===== config.mk =====
export PLATFORM = sky130hd
export DESIGN_NAME = whem_ctrl
export DESIGN_NICKNAME = d
export VERILOG_FILES = /design/src/sv/whem_pkg.sv /design/src/sv/whem_ctrl.sv
export SDC_FILE = /design/constraint.sdc
export NUM_CORES = 1
export LEC_CHECK = 0
export ABC_AREA = 1
export BUFFER_PORTS_ARGS = -buffer_cell sky130_fd_sc_hd__buf_2
export CORE_ASPECT_RATIO = 0.6
export CORE_MARGIN = 1.5
export CORE_UTILIZATION = 49
export CTS_CLUSTER_SIZE = 25
export DETAILED_ROUTE_END_ITERATION = 10
export PLACE_DENSITY_LB_ADDON = 0.2
export SETUP_SLACK_MARGIN = 0.5
export SYNTH_ARGS = -nofsm -noshare
export SYNTH_HDL_FRONTEND = slang
export SYNTH_SLANG_ARGS = --single-unit

===== constraint.sdc =====
create_clock -name i_clk -period 1.5 [get_ports i_clk]
set_input_delay 0.45 -clock i_clk [delete_from_list [all_inputs] [get_ports i_clk]]
set_output_delay 0.45 -clock i_clk [all_outputs]
set_load 0.03 [all_outputs]

===== src/sv/whem_pkg.sv =====
// Shared types and constants of the window histogram entropy monitor.
// Used by every module of the block except whem_ram; depends on nothing.
package whem_pkg;

    localparam int unsigned DEF_MAX_WINDOW  = 256;
    localparam int unsigned DEF_MAX_BUCKETS = 16;
    localparam int unsigned DEF_SAMPLE_BITS = 16;

    // fraction bits of the fixed-point log2
    localparam int unsigned LOG_FRAC = 30;
    // quotient bits of the entropy divider
    localparam int unsigned DIV_QW   = 18;

    localparam int unsigned CFG_IDX_W  = 3;
    localparam int unsigned CFG_DATA_W = 16;
    localparam int unsigned WIN_W      = 9;
    localparam int unsigned MINS_W     = 9;
    localparam int unsigned BKT_W      = 5;
    localparam int unsigned THR_W      = 16;
    localparam int unsigned ENT_W      = 16;
    localparam int unsigned CNT_W      = 32;

    localparam logic [CFG_IDX_W-1:0] REG_WINDOW_LEN     = 3'd0;
    localparam logic [CFG_IDX_W-1:0] REG_EVAL_FILL      = 3'd1;
    localparam logic [CFG_IDX_W-1:0] REG_BUCKET_COUNT   = 3'd2;
    localparam logic [CFG_IDX_W-1:0] REG_HIGH_THRESHOLD = 3'd3;
    localparam logic [CFG_IDX_W-1:0] REG_LOW_THRESHOLD  = 3'd4;

    localparam logic [WIN_W-1:0]  RST_WINDOW_LEN     = 9'd64;
    localparam logic [MINS_W-1:0] RST_EVAL_FILL      = 9'd16;
    localparam logic [BKT_W-1:0]  RST_BUCKET_COUNT   = 5'd8;
    localparam logic [THR_W-1:0]  RST_HIGH_THRESHOLD = 16'd52429;
    localparam logic [THR_W-1:0]  RST_LOW_THRESHOLD  = 16'd13107;

    typedef enum logic [1:0] {
        LOG_SRC_HIST = 2'd0,
        LOG_SRC_N    = 2'd1,
        LOG_SRC_K    = 2'd2
    } t_log_src;

    typedef struct packed {
        logic     accept;
        logic     clr_hist;
        logic     rd_init;
        logic     mm_issue;
        logic     set_range;
        logic     set_thr;
        logic     bin_issue;
        logic     j_inc;
        logic     log_start;
        t_log_src log_src;
        logic     mac;
        logic     acc;
        logic     hnum_ld;
        logic     den_ld;
        logic     div_init;
        logic     div_step;
        logic     fin;
        logic     fin_eval;
    } t_cmd;

    typedef struct packed {
        logic eval_ok;
        logic k_one;
        logic rd_last;
        logic pipe_busy;
        logic j_done;
        logic hist_zero;
        logic log_done;
        logic div_last;
        logic out_free;
    } t_sts;

endpackage


===== src/sv/whem_ctrl.sv =====
// Sequencer for one request: window write, min/max pass, binning pass,
// entropy accumulation, divide and result hand-off. Uses whem_pkg.
module whem_ctrl (
    input  logic           i_clk,
    input  logic           i_rst_n,
    input  logic           i_in_valid,
    output logic           o_in_ready,
    input  whem_pkg::t_sts i_sts,
    output whem_pkg::t_cmd o_cmd
);
    import whem_pkg::*;

    typedef enum logic [18:0] {
        S_IDLE     = 19'h00001,
        S_CHECK    = 19'h00002,
        S_MM_RD    = 19'h00004,
        S_MM_END   = 19'h00008,
        S_RANGE    = 19'h00010,
        S_THR      = 19'h00020,
        S_BIN_RD   = 19'h00040,
        S_BIN_END  = 19'h00080,
        S_ENT_SEL  = 19'h00100,
        S_ENT_LOG  = 19'h00200,
        S_ENT_MAC  = 19'h00400,
        S_ENT_ACC  = 19'h00800,
        S_N_LOG    = 19'h01000,
        S_N_MUL    = 19'h02000,
        S_K_LOG    = 19'h04000,
        S_K_MUL    = 19'h08000,
        S_DIV_INIT = 19'h10000,
        S_DIV      = 19'h20000,
        S_FIN      = 19'h40000
    } t_state;

    t_state r_state, n_state;
    logic   r_eval, n_eval;

    always_ff @(posedge i_clk) begin
        if (!i_rst_n) begin
            r_state <= S_IDLE;
            r_eval  <= 1'b0;
        end else begin
            r_state <= n_state;
            r_eval  <= n_eval;
        end
    end

    always_comb begin
        n_state       = r_state;
        n_eval        = r_eval;
        o_cmd         = '0;
        o_cmd.log_src = LOG_SRC_HIST;
        o_cmd.fin_eval = r_eval;
        o_in_ready    = 1'b0;
        unique case (r_state)
            S_IDLE: begin
                o_in_ready = 1'b1;
                if (i_in_valid) begin
                    o_cmd.accept = 1'b1;
                    n_state      = S_CHECK;
                end
            end
            S_CHECK: begin
                n_eval = i_sts.eval_ok;
                if (!i_sts.eval_ok || i_sts.k_one) begin
                    n_state = S_FIN;
                end else begin
                    o_cmd.clr_hist = 1'b1;
                    o_cmd.rd_init  = 1'b1;
                    n_state        = S_MM_RD;
                end
            end
            S_MM_RD: begin
                o_cmd.mm_issue = 1'b1;
                if (i_sts.rd_last) n_state = S_MM_END;
            end
            S_MM_END: n_state = S_RANGE;
            S_RANGE: begin
                o_cmd.set_range = 1'b1;
                n_state         = S_THR;
            end
            S_THR: begin
                o_cmd.set_thr = 1'b1;
                o_cmd.rd_init = 1'b1;
                n_state       = S_BIN_RD;
            end
            S_BIN_RD: begin
                o_cmd.bin_issue = 1'b1;
                if (i_sts.rd_last) n_state = S_BIN_END;
            end
            S_BIN_END: begin
                if (!i_sts.pipe_busy) n_state = S_ENT_SEL;
            end
            S_ENT_SEL: begin
                if (i_sts.j_done) begin
                    o_cmd.log_start = 1'b1;
                    o_cmd.log_src   = LOG_SRC_N;
                    n_state         = S_N_LOG;
                end else if (i_sts.hist_zero) begin
                    o_cmd.j_inc = 1'b1;
                end else begin
                    o_cmd.log_start = 1'b1;
                    n_state         = S_ENT_LOG;
                end
            end
            S_ENT_LOG: begin
                if (i_sts.log_done) n_state = S_ENT_MAC;
            end
            S_ENT_MAC: begin
                o_cmd.mac = 1'b1;
                n_state   = S_ENT_ACC;
            end
            S_ENT_ACC: begin
                o_cmd.acc   = 1'b1;
                o_cmd.j_inc = 1'b1;
                n_state     = S_ENT_SEL;
            end
            S_N_LOG: begin
                if (i_sts.log_done) n_state = S_N_MUL;
            end
            S_N_MUL: begin
                o_cmd.hnum_ld   = 1'b1;
                o_cmd.log_start = 1'b1;
                o_cmd.log_src   = LOG_SRC_K;
                n_state         = S_K_LOG;
            end
            S_K_LOG: begin
                if (i_sts.log_done) n_state = S_K_MUL;
            end
            S_K_MUL: begin
                o_cmd.den_ld = 1'b1;
                n_state      = S_DIV_INIT;
            end
            S_DIV_INIT: begin
                o_cmd.div_init = 1'b1;
                n_state        = S_DIV;
            end
            S_DIV: begin
                o_cmd.div_step = 1'b1;
                if (i_sts.div_last) n_state = S_FIN;
            end
            S_FIN: begin
                if (i_sts.out_free) begin
                    o_cmd.fin = 1'b1;
                    n_state   = S_IDLE;
                end
            end
            default: n_state = S_IDLE;
        endcase
    end

    a_fin_free: assert property (@(posedge i_clk) disable iff (!i_rst_n)
        o_cmd.fin |-> i_sts.out_free)
        else $error("result loaded while output register busy");

    a_accept_busy: assert property (@(posedge i_clk) disable iff (!i_rst_n)
        (i_in_valid && o_in_ready) |=> !o_in_ready)
        else $error("second request taken before first finished");

    a_log_done: assert property (@(posedge i_clk) disable iff (!i_rst_n)
        i_sts.log_done |-> (r_state == S_ENT_LOG || r_state == S_N_LOG ||
                            r_state == S_K_LOG))
        else $error("log2 finished outside a wait state");

    a_bin_drain: assert property (@(posedge i_clk) disable iff (!i_rst_n)
        (r_state == S_ENT_SEL) |-> !i_sts.pipe_busy)
        else $error("entropy pass started with binning in flight");

endmodule


==> results of run 1 <==
per-stage QoR:
stage | util (%) | std cells
after detailed placement | 75.2 | 342
after global placement | 75.2 | 342
after floorplan | - | 229
cell families after synthesis:
| kind of cell | after synthesis |
|---|---|
| AOI/OAI and AO/OA | 17 |
| and+or+nand+nor | 137 |
| DFF | 20 |
| buffers and inverters | 55 |
==> impl_metrics.json, run 1 <==
{
  "yosys.area_share.adder_pct": 0,
  "synth.top_cell.area_share_pct": 26.3,
  "synth_compound_area_share_pct": 6.34,
  "synth_ff_type": "dfxtp_1",
  "stop_error": "[ERROR DPL-0033] detailed placement checks failed during check placement.",
  "holdBufCountCts": 0,
  "start_util_pct": 52.3,
  "dieHeight_um": 46.1,
  "postSynthAreaPerCell_um2": 6.64,
  "synth-seq-area-share_pct": 26.3,
  "place_area_um2": 2190,
  "cts-htree-levels": 1,
  "synthesis.area_um2": 1520,
  "place_ws_ns": -0.346,
  "synth_top_family_by_area": "simple AND/OR/NAND/NOR gates",
  "cts-root-buf": "clkbuf_8",
  "synth.area.mux_share_pct": 0,
  "hpwl_um": 3330,
  "status": "stopped before the end",
  "synthSimpleGateAreaFrac_pct": 52.8,
  "portBuffers": 31,
  "synth_common_cells": "inv_1 (40), nand2_1 (36), nor2_1 (27), nand3_1 (21), dfxtp_1 (20)",
  "routabilityCongestion": 0.968,
  "ys_types": 27,
  "synth_xor_area_share_pct": 0,
  "synth_cells": 229,
  "synth_edf_count": 0,
  "yosys.area.top_type": "dfxtp_1",
  "cts_max_path_buffers": 2,
  "cts_sinks": 20,
  "synth.net_count": 241,
  "yosysMostFrequentCell": "inv_1",
  "io_pins": 32,
  "cts.repair.resized": 108,
  "synth_area_leaders": "dfxtp_1 (26%), inv_1 (9.9%), nand2_1 (8.9%)",
  "async_flop_share_pct": 0,
  "dieWidth_um": 74.9,
  "cts_made_buffers": 3,
  "ys_warn_count": 0,
  "cts_setup_buffers": 21,
  "rows": 15,
  "haltStage": "clock tree synthesis (4_1_cts)",
  "ys_ff_latch": 20
}
==> run 2: changes to the inputs <==
CORE_ASPECT_RATIO = not set   (was 0.6)
CORE_UTILIZATION = 40   (was 49)
CTS_CLUSTER_SIZE = not set   (was 25)
PLACE_DENSITY_LB_ADDON = 0.15   (was 0.2)
SETUP_SLACK_MARGIN = not set   (was 0.5)
clock period = 2 ns   (was 1.5 ns; I/O delays follow)
==> run 2 against run 1 <==
Effect of this change:
- the flow now finishes, with violations (setup timing)
- synthesized cell count did not move
- synthesized area stayed put
==> impl_metrics.json, run 2 <==
{
  "endpoint_kind": "output port",
  "min_period_ns": 2.12,
  "hold_viol_final": 0,
  "synth_common_cells": "inv_1 (40), nand2_1 (36), nor2_1 (27), nand3_1 (21), dfxtp_1 (20)",
  "finalWorstSetupSlack_ns": -0.125,
  "grt_pass1_wl_um": 6980,
  "multi_input_area_um2": 1170,
  "cpMaxStageDelayCell": "dfxtp_4",
  "layout_commonest_cell": "buf_4",
  "crit_arrival_ns": 1.52,
  "max_freq_mhz": 471,
  "dieWidth_um": 64.7,
  "drv_slew": 0,
  "portBuffers": 31,
  "hpwl_um": 2830,
  "drive_gt1_share_pct": 60.7,
  "fillers": 278,
  "synth_cells": 229,
  "path_clk_slew_ns": 0.08,
  "grt_pass1_vias": 1570,
  "routed_wl_um": 4900,
  "synth.net_count": 241,
  "insertion_delay_ns": 0.26,
  "cts-htree-levels": 1,
  "timing.final.crit_share_pct": 106,
  "setup-tns-final_ns": -1.49,
  "power_w": 0.00419,
  "ant_nets": 0,
  "drt_iter0_drc": 73,
  "cp_top_family": "simple AND/OR/NAND/NOR gates",
  "top_register": "r_state",
  "synth.top_cell.area_share_pct": 26.3,
  "setup_violations": 19,
  "routed_via_density": 4.79,
  "ys_warn_count": 0,
  "p_per_area_nw_per_um2": 1610,
  "max-vdd-ir-drop_uv": 1270,
  "cts-root-buf": "clkbuf_8",
  "io_pins": 32,
  "final_cell_mix": "buf_4 (46), nand2_1 (31), inv_1 (27)",
  "rows": 22,
  "synth_area_leaders": "dfxtp_1 (26%), inv_1 (9.9%), nand2_1 (8.9%)",
  "cp.required_ns": 1.40,
  "max_slew.worst_pin.slew_ns": 0.387,
  "cts_made_buffers": 3,
  "yosysMostFrequentCell": "inv_1",
  "cp_cell_sequence": "nor2_4 > nand2_4 > nor2_8 > buf_6 > nand3b_1 > nor2_1 > buf_4",
  "async_flop_share_pct": 0,
  "dieArea_um2": 4180,
  "seq_area_um2": 430,
  "stdcell_count": 361,
  "route.vias.total": 1728,
  "rsz0062_at_grt": "yes",
  "synth_edf_count": 0,
  "final_area_um2": 2610,
  "ys_ff_latch": 20,
  "dr.pass1.iters": 4,
  "slowest_delay_ns": 0.37,
  "wl_per_cell_um": 13.6,
  "grtUsageTotal_pct": 21.3,
  "worstSetupPathType": "register to output port",
  "synthesis.area_um2": 1520,
  "cts_max_path_buffers": 2,
  "largest_reg_flops": 19,
  "start_util_pct": 41.5,
  "synth-seq-area-share_pct": 26.3,
  "max-slew-margin-rel_pct": 74.2,
  "worstPathBufferInverterCount": 2,
  "nets": 326,
  "gr-total-overflow": 0,
  "reg_top3": "r_state (19), r_eval (1)",
  "dieHeight_um": 64.7,
  "n_antenna_cell": 0,
  "place_area_um2": 1800,
  "p_leak_nw": 1.32,
  "post-place-cells": 316,
  "whs_ns": 0.464,
  "cap_violations": 0,
  "ys_types": 27,
  "worstHoldPathType": "register to register",
  "routabilityCongestion": 0.846,
  "critPathLaunchType": "register",
  "syn_to_final_growth_pct": 71.4,
  "fin_skew_ns": 0.00194,
  "core_region_area_um2": 3660,
  "synth_ff_type": "dfxtp_1",
  "yosys.area.top_type": "dfxtp_1",
  "cts_sinks": 20,
  "crit_fanout": 4,
  "postSynthAreaPerCell_um2": 6.64,
  "grt_max_degree": 20,
  "drc": 0,
  "tritoncts": "built",
  "grt_antenna_before_repair": 0,
  "violations": "setup timing",
  "status": "finished, violations left"
}
## run 2: cell counts after synthesis
No cell type changed its count.
## run 2: cell type report
| class | count | share of cell area, % |
|---|---|---|
| Timing Repair Buffer | 83 | 26.4 |
| Clock buffer | 4 | 2.11 |
| Multi-Input combinational cell | 155 | 45.1 |
| Sequential cell | 20 | 16.5 |
| Inverter | 51 | 7.63 |
| Tap cell | 48 | 2.30 |
## run 2: worst paths after layout
| check | startpoint | endpoint | slack (ns) | cells past startpoint |
|---|---|---|---|---|
| min reg2reg | r_eval$_SDFFE_PN0N_ | r_eval$_SDFFE_PN0N_ | 0.46 | 2 |
| min | r_eval$_SDFFE_PN0N_ | r_eval$_SDFFE_PN0N_ | 0.46 | 2 |
| max reg2reg | r_state[11]$_SDFFE_PN0P_ | r_state[6]$_SDFFE_PN0P_ | 0.02 | 12 |
| max | r_state[11]$_SDFFE_PN0P_ | o_cmd[18] | -0.12 | 7 |
## run 2: timing repair
item / CTS / global route
gates resized for setup: 82 / 51
setup endpoints to repair: 19 / 28
pin swaps: 29 / 23
setup buffers: 16 / 24
hold buffers: 0 / 0
cloned: 0 / 1
hold endpoints to repair: 0 / 0
## run 2: logic make-up (layout without fill, tap and decap cells)
logic type / after synthesis / count (layout) / share of synthesized area, %
buffers and inverters: 55 / 138 / 14.6
flip-flops: 20 / 20 / 26.3
AO/OA/AOI/OAI: 17 / 17 / 6.34
AND/OR/NAND/NOR: 137 / 138 / 52.8
## run 2: through the flow
stage	setup WS (ns)	util, %
CTS	-0.111	61.2
global route	-0.209	71.2
global placement	0.0189	49.1
finish	-0.125	71.2
floorplan	-0.0526	-
detailed placement	0.0260	49.1
## run 2: worst reg2reg max path, stage by stage, from the launching register on
cell	delay, ns
dfxtp_4	0.37
nor2_4	0.13
nand2_4	0.10
nor2_4	0.23
buf_6	0.15
nand3_4	0.07
buf_4	0.17
nor2_2	0.12
nor2_4	0.07
nand2_4	0.11
nor2_8	0.07
buf_4	0.14
a21oi_1	0.17
## run 2: power by group
group / total, W / internal, W / switching, W
combinational: 0.00328 / 0.00145 / 0.00183
sequential: 0.000589 / 0.000497 / 0.0000916
clock: 0.000319 / 0.000176 / 0.000143
## run 2: per-layer routing
layer  global-route usage [%]  routed length (µm)
met5                        0                   0
met4                     4.26                  91
met3                     3.82                 192
met2                     38.0                2530
met1                     26.7                2080
Note: power is estimated with default switching activity, not from simulation.
==> run 3: changes to the inputs <==
PLACE_DENSITY_LB_ADDON = not set   (was 0.15)
==> run 3 against run 2 <==
Effect of this change:
- the flow still finishes with violations (setup timing)
- combinational power up 1%
- clock skew rose by 0.0042 ns
- critical path depth unchanged
- total power rose by 1.2%
- wire length fell by 0.37%
- cell area shrank 1.2%
- cell count decreased by 4.2%
==> impl_metrics.json, run 3 (same netlist as run 2, synthesis figures left out) <==
{
  "status": "finished, violations left",
  "violations": "setup timing",
  "p_per_area_nw_per_um2": 1650,
  "tritoncts": "built",
  "rr_endpoint": "r_state[8]$_SDFFE_PN0P_",
  "largest_reg_flops": 19,
  "dr.pass1.iters": 4,
  "layout_commonest_cell": "buf_6",
  "min-delay-start": "r_eval$_SDFFE_PN0N_",
  "r2r_slack_ns": 0,
  "worstHoldPathType": "register to register",
  "p_leak_nw": 1.29,
  "min_period_ns": 2.15,
  "cpMaxStageDelayCell": "dfxtp_4",
  "endpoint_kind": "output port",
  "worstPathBufferInverterCount": 2,
  "r2r_cells": 13,
  "grt_antenna_before_repair": 0,
  "combPwrFrac_pct": 78.3,
  "dieArea_um2": 4180,
  "critPathLaunchType": "register",
  "cp.required_ns": 1.40,
  "seqPwrFrac_pct": 14.2,
  "core_region_area_um2": 3660,
  "rsz0062_at_grt": "yes",
  "routed_wl_um": 4880,
  "start_util_pct": 41.5,
  "drc": 0,
  "whs_ns": 0.462,
  "syn_to_final_growth_pct": 69.5,
  "drv_slew": 0,
  "cts_sinks": 20,
  "cts-root-buf": "clkbuf_8",
  "worstHoldPathCells": 2,
  "grt_pass1_vias": 1488,
  "final_cell_mix": "buf_6 (32), nand2_1 (29), inv_1 (26)",
  "grt_max_degree": 20,
  "setup_violations": 18,
  "fin_skew_ns": 0.00617,
  "r2r-start": "r_state[8]$_SDFFE_PN0P_",
  "rows": 22,
  "dieWidth_um": 64.7,
  "path_clk_slew_ns": 0.08,
  "cts_made_buffers": 3,
  "crit_fanout": 5,
  "wl_per_cell_um": 14.1,
  "route.vias.total": 1737,
  "power_w": 0.00424,
  "crit_arrival_ns": 1.55,
  "top_register": "r_state",
  "clkPwrFrac_pct": 7.5,
  "p_int_w": 0.00211,
  "cp_top_family": "simple AND/OR/NAND/NOR gates",
  "reg_top3": "r_state (19), r_eval (1)",
  "ant_nets": 0,
  "hold_end": "r_eval$_SDFFE_PN0N_",
  "nets": 311,
  "max-slew-margin-rel_pct": 71.5,
  "cap_violations": 0,
  "cts_max_path_buffers": 2,
  "drt_iter0_drc": 120,
  "portBuffers": 31,
  "hpwl_um": 3020,
  "routabilityCongestion": 0.843,
  "max_slew.worst_pin.slew_ns": 0.428,
  "cp_cell_sequence": "nor2_4 > nand2_4 > nor2_8 > buf_4 > nand3_4 > o21ai_2 > buf_6",
  "finalWorstSetupSlack_ns": -0.152,
  "routed_via_density": 5.02,
  "n_antenna_cell": 0,
  "fillers": 279,
  "dieHeight_um": 64.7,
  "max_freq_mhz": 465,
  "hold_viol_final": 0,
  "max-vdd-ir-drop_uv": 1260,
  "timing.final.crit_share_pct": 108,
  "drive_gt1_share_pct": 61.7,
  "switchingPower_w": 0.00213,
  "insertion_delay_ns": 0.26,
  "slowest_delay_ns": 0.37,
  "sw_frac_of_total_pct": 50.3,
  "gr-total-overflow": 0,
  "io_pins": 32,
  "grtUsageTotal_pct": 21.5,
  "cts-htree-levels": 1,
  "worstSetupPathType": "register to output port",
  "grt_pass1_wl_um": 6800
}
-- run 3: layer usage --
| layer | GRT usage, % | routed length [µm] | up-vias |
|---|---|---|---|
| li1 | - | - | 857 |
| met5 | 0 | 0 | - |
| met3 | 4.17 | 269 | 8 |
| met4 | 4.52 | 85 | 0 |
| met2 | 38.4 | 2580 | 58 |
| met1 | 26.6 | 1950 | 814 |
-- run 3: through the flow --
| step | setup slack (ns) | instance area (µm²) | setup TNS (ns) | util [%] | instances |
|---|---|---|---|---|---|
| finish | -0.152 | 2580 | -1.44 | 70.4 | 346 |
| global placement | 0.0263 | 1800 | 0 | 49.2 | 315 |
| global route | -0.233 | 2580 | -3.30 | 70.4 | 346 |
| floorplan | -0.0526 | 1520 | -0.0863 | - | 229 |
| detailed placement | -0.0127 | 1800 | -0.0127 | 49.2 | 315 |
| CTS | -0.130 | 2200 | -1.12 | 60.0 | 333 |
-- run 3: what timing repair did --
action / 4_1_cts / 5_1_grt
cloned: 0 / 1
hold buffers: 0 / 0
pin swaps: 20 / 27
buffers inserted: 14 / 13
gates resized for setup: 77 / 81
setup endpoints to repair: 19 / 32
-- run 3: worst max path at each step --
stage | startpoint | end | slack (ns) | cells past startpoint
6_report | r_state[15]$_SDFFE_PN0P_ | o_cmd[10] | -0.15 | 7
3_3_place_gp | r_state[4]$_SDFFE_PN0P_ | o_cmd[10] | 0.03 | 6
5_1_grt | r_state[8]$_SDFFE_PN0P_ | o_cmd[1] | -0.23 | 9
3_5_place_dp | r_state[4]$_SDFFE_PN0P_ | o_cmd[10] | -0.01 | 6
4_1_cts | r_state[11]$_SDFFE_PN0P_ | o_cmd[16] | -0.13 | 8
2_1_floorplan | r_state[16]$_SDFFE_PN0P_ | o_cmd[16] | -0.05 | 7
-- run 3: cell type report --
class	count	area [µm²]	share of cell area, %
clock buffers	4	55.1	2.14
inverters	51	199	7.72
multi-input cells	155	1210	47.1
flip-flops and latches	20	435	16.9
well taps	48	60.1	2.33
repair buffers	68	613	23.8
-- run 3: worst register-to-register path, stage by stage, from the launching register on --
cell     delay [ns]
dfxtp_4        0.36
nor2_4         0.13
nand2_4        0.10
nor2_4         0.25
buf_6          0.15
nand3_4        0.08
buf_6          0.15
a21oi_4        0.13
nor2_4         0.07
nand2_4        0.08
nor2_8         0.04
buf_6          0.14
o21ai_0        0.15
nor2_1         0.05
-- run 3: power by group through the flow --
stage | clock (W) | sequential (W) | combinational (W)
final | 0.000318 | 0.000604 | 0.00332
after floorplan | 0 | 0.000565 | 0.00161
after global placement | 0 | 0.000571 | 0.00221
after global routing | 0.000347 | 0.000616 | 0.00353
after CTS | 0.000325 | 0.000586 | 0.00265
after detailed placement | 0 | 0.000573 | 0.00222
==> run 4: changes to the inputs <==
ABC_AREA = 0   (was 1)
CORE_AREA = 2 2 63 65   (was not set)
CORE_MARGIN = not set   (was 1.5)
CORE_UTILIZATION = not set   (was 40)
DIE_AREA = 0 0 65 67   (was not set)
==> run 4 against run 3 <==
Effect of this change:
- the flow still finishes with violations (setup timing)
- core utilization up 6.6 points
- global-route usage increased by 4.8 points
- sequential power fell by 30%
- wire length grew 14%
- synthesized area decreased by 8.4%
- die area grew 4.2%
- non-clock buffer count is 41 higher
- first-iteration DRC count down 4.2%
- via count rose by 1.0%
- cell count shrank 7.8%
- clock skew down 0.0035 ns
- worst hold slack better by 0.049 ns
- critical endpoint unchanged
- largest cell class unchanged
- largest power group unchanged
- highest routed layer unchanged
==> impl_metrics.json, run 4 <==
{
  "dieArea_um2": 4360,
  "final_area_um2": 2780,
  "wl_per_cell_um": 17.4,
  "status": "finished, violations left",
  "grt_pass1_wl_um": 8590,
  "fillers": 232,
  "r2r_slack_ns": -0.28,
  "route.vias.total": 1755,
  "max_slew.worst_pin.slew_ns": 0.504,
  "critPathLaunch": "r_state[4]$_SDFFE_PN0P_",
  "hpwl_um": 3490,
  "synthesis.area_um2": 1390,
  "rr_endpoint": "r_state[18]$_SDFFE_PN0P_",
  "hold_end": "r_eval$_SDFFE_PN0N_",
  "busiest_layer": "met2",
  "critPathLaunchType": "register",
  "synth_area_leaders": "dfxtp_1 (29%), nor4_4 (6.1%), nor4_1 (4.5%)",
  "multi_input_area_um2": 1250,
  "synth_ff_type": "dfxtp_1",
  "min_period_ns": 2.85,
  "synth_cells": 164,
  "rsz0062_at_grt": "yes",
  "hold_viol_final": 0,
  "cap_violations": 0,
  "setup-tns-final_ns": -13.77,
  "worstHoldPathCells": 2,
  "path_clk_slew_ns": 0.08,
  "grt_use_met1_pct": 28.7,
  "yosysMostFrequentCell": "dfxtp_1",
  "setup_violations": 37,
  "grtUsageTotal_pct": 26.2,
  "holdBufCountCts": 0,
  "crit_fanout": 4,
  "drive_gt1_share_pct": 65.7,
  "cts_sinks": 20,
  "nets": 284,
  "insertion_delay_ns": 0.27,
  "yosys.area.top_type": "dfxtp_1",
  "routed_via_density": 5.50,
  "n_antenna_cell": 0,
  "synth.net_count": 176,
  "fin_util_pct": 77.0,
  "syn_to_final_growth_pct": 99.4,
  "endpoint_kind": "output port",
  "synth.top_cell.area_share_pct": 28.8,
  "dieWidth_um": 65,
  "ys_ff_latch": 20,
  "whs_ns": 0.511,
  "ys_warn_count": 0,
  "violations": "setup timing",
  "r2r_cells": 9,
  "p_leak_nw": 1.20,
  "final_cell_mix": "buf_4 (61), buf_6 (34), buf_2 (12)",
  "fin_skew_ns": 0.00264,
  "drv_slew": 0,
  "ys_types": 46,
  "max_freq_mhz": 351,
  "dieHeight_um": 67,
  "drt_iter0_drc": 115,
  "grt_pass1_vias": 1884,
  "finalWorstSetupSlack_ns": -0.851,
  "layout_commonest_cell": "buf_4",
  "synth-seq-area-share_pct": 28.8,
  "cts-htree-levels": 1,
  "min-delay-start": "r_eval$_SDFFE_PN0N_",
  "synth_edf_count": 0,
  "async_flop_share_pct": 0,
  "largest_reg_flops": 19,
  "place_area_um2": 2150,
  "cts_max_path_buffers": 2,
  "gr-usage-met3_pct": 3.04,
  "cts_made_buffers": 3,
  "dr.pass1.iters": 4,
  "worstHoldPathType": "register to register",
  "timing.final.crit_share_pct": 143,
  "postSynthAreaPerCell_um2": 8.49,
  "rows": 22,
  "reg_top3": "r_state (19), r_eval (1)",
  "tritoncts": "built",
  "grt_antenna_before_repair": 0,
  "synth_common_cells": "dfxtp_1 (20), inv_1 (12), nor2_1 (10), nor4_1 (10), nand2_1 (9)",
  "drc": 0,
  "routabilityCongestion": 0.875,
  "cp.required_ns": 1.40,
  "grt_max_degree": 15,
  "cts-root-buf": "clkbuf_8",
  "ant_nets": 0,
  "io_pins": 32,
  "r2r-start": "r_state[4]$_SDFFE_PN0P_",
  "max-slew-margin-rel_pct": 65.9,
  "top_register": "r_state",
  "core_region_area_um2": 3610,
  "seq_area_um2": 418,
  "gr-total-overflow": 0,
  "start_util_pct": 38.6,
  "grtUsageMet2_pct": 47.3,
  "crit_arrival_ns": 2.25,
  "max-vdd-ir-drop_uv": 268,
  "p_per_area_nw_per_um2": 503,
  "portBuffers": 31,
  "worstSetupPathType": "register to output port",
  "routed_wl_um": 5560
}
==> run 4: cell type report <==
type,count,area share (%)
flip-flops and latches,20,15.1
repair buffers,109,33.7
well taps,48,2.16
multi-input cells,126,45.1
inverters,12,2.03
clock buffers,4,1.98
==> run 4: timing repair <==
item,in CTS,in global routing
cloned,0,1
setup buffers,19,5
gates resized for setup,75,24
pin swaps,22,23
setup endpoints to repair,37,38
==> run 4: cells by family (layout without fill, tap and decap cells) <==
kind of cell | after synthesis | count (layout) | synth area share (%)
simple gates | 90 | 91 | 45.8
compound gates | 28 | 28 | 14.6
flops | 20 | 20 | 28.8
buf+inv | 19 | 125 | 6.38
xor+xnor | 6 | 6 | 3.77
mux | 1 | 1 | 0.719
==> run 4: stage by stage <==
stage	cells	worst slack (ns)	total power, W
after CTS	318	-0.694	0.00132
after global routing	319	-0.903	0.00145
after floorplan	164	-0.405	0.000681
after detailed placement	295	-0.433	0.000870
after global placement	295	-0.421	0.000860
final	319	-0.851	0.00140
==> run 4: worst max path at each step <==
stage | endpoint | slack (ns)
floorplan | o_cmd[10] | -0.41
global placement | o_cmd[10] | -0.42
detailed placement | o_cmd[10] | -0.43
CTS | o_cmd[10] | -0.69
global route | o_cmd[10] | -0.90
finish | o_cmd[10] | -0.85
==> run 4: critical path: stages, from the launching register on <==
cell and delay [ns]:
dfxtp_4 0.36, nor4_4 0.30, nand4_1 0.25, or3_4 0.40
or3b_4 0.44, o21ai_4 0.08, buf_6 0.14
==> run 4: report_power, final <==
part	internal [W]	switching (W)
logic	0.000324	0.000329
registers	0.000411	0.0000121
clock network	0.000176	0.000144
total	0.000911	0.000485
==> run 4: layer usage <==
metal | vias to the layer above | wire [µm]
met5 | - | 0
met4 | 0 | 257
met3 | 23 | 238
met2 | 60 | 2870
met1 | 833 | 2200
li1 | 839 | -
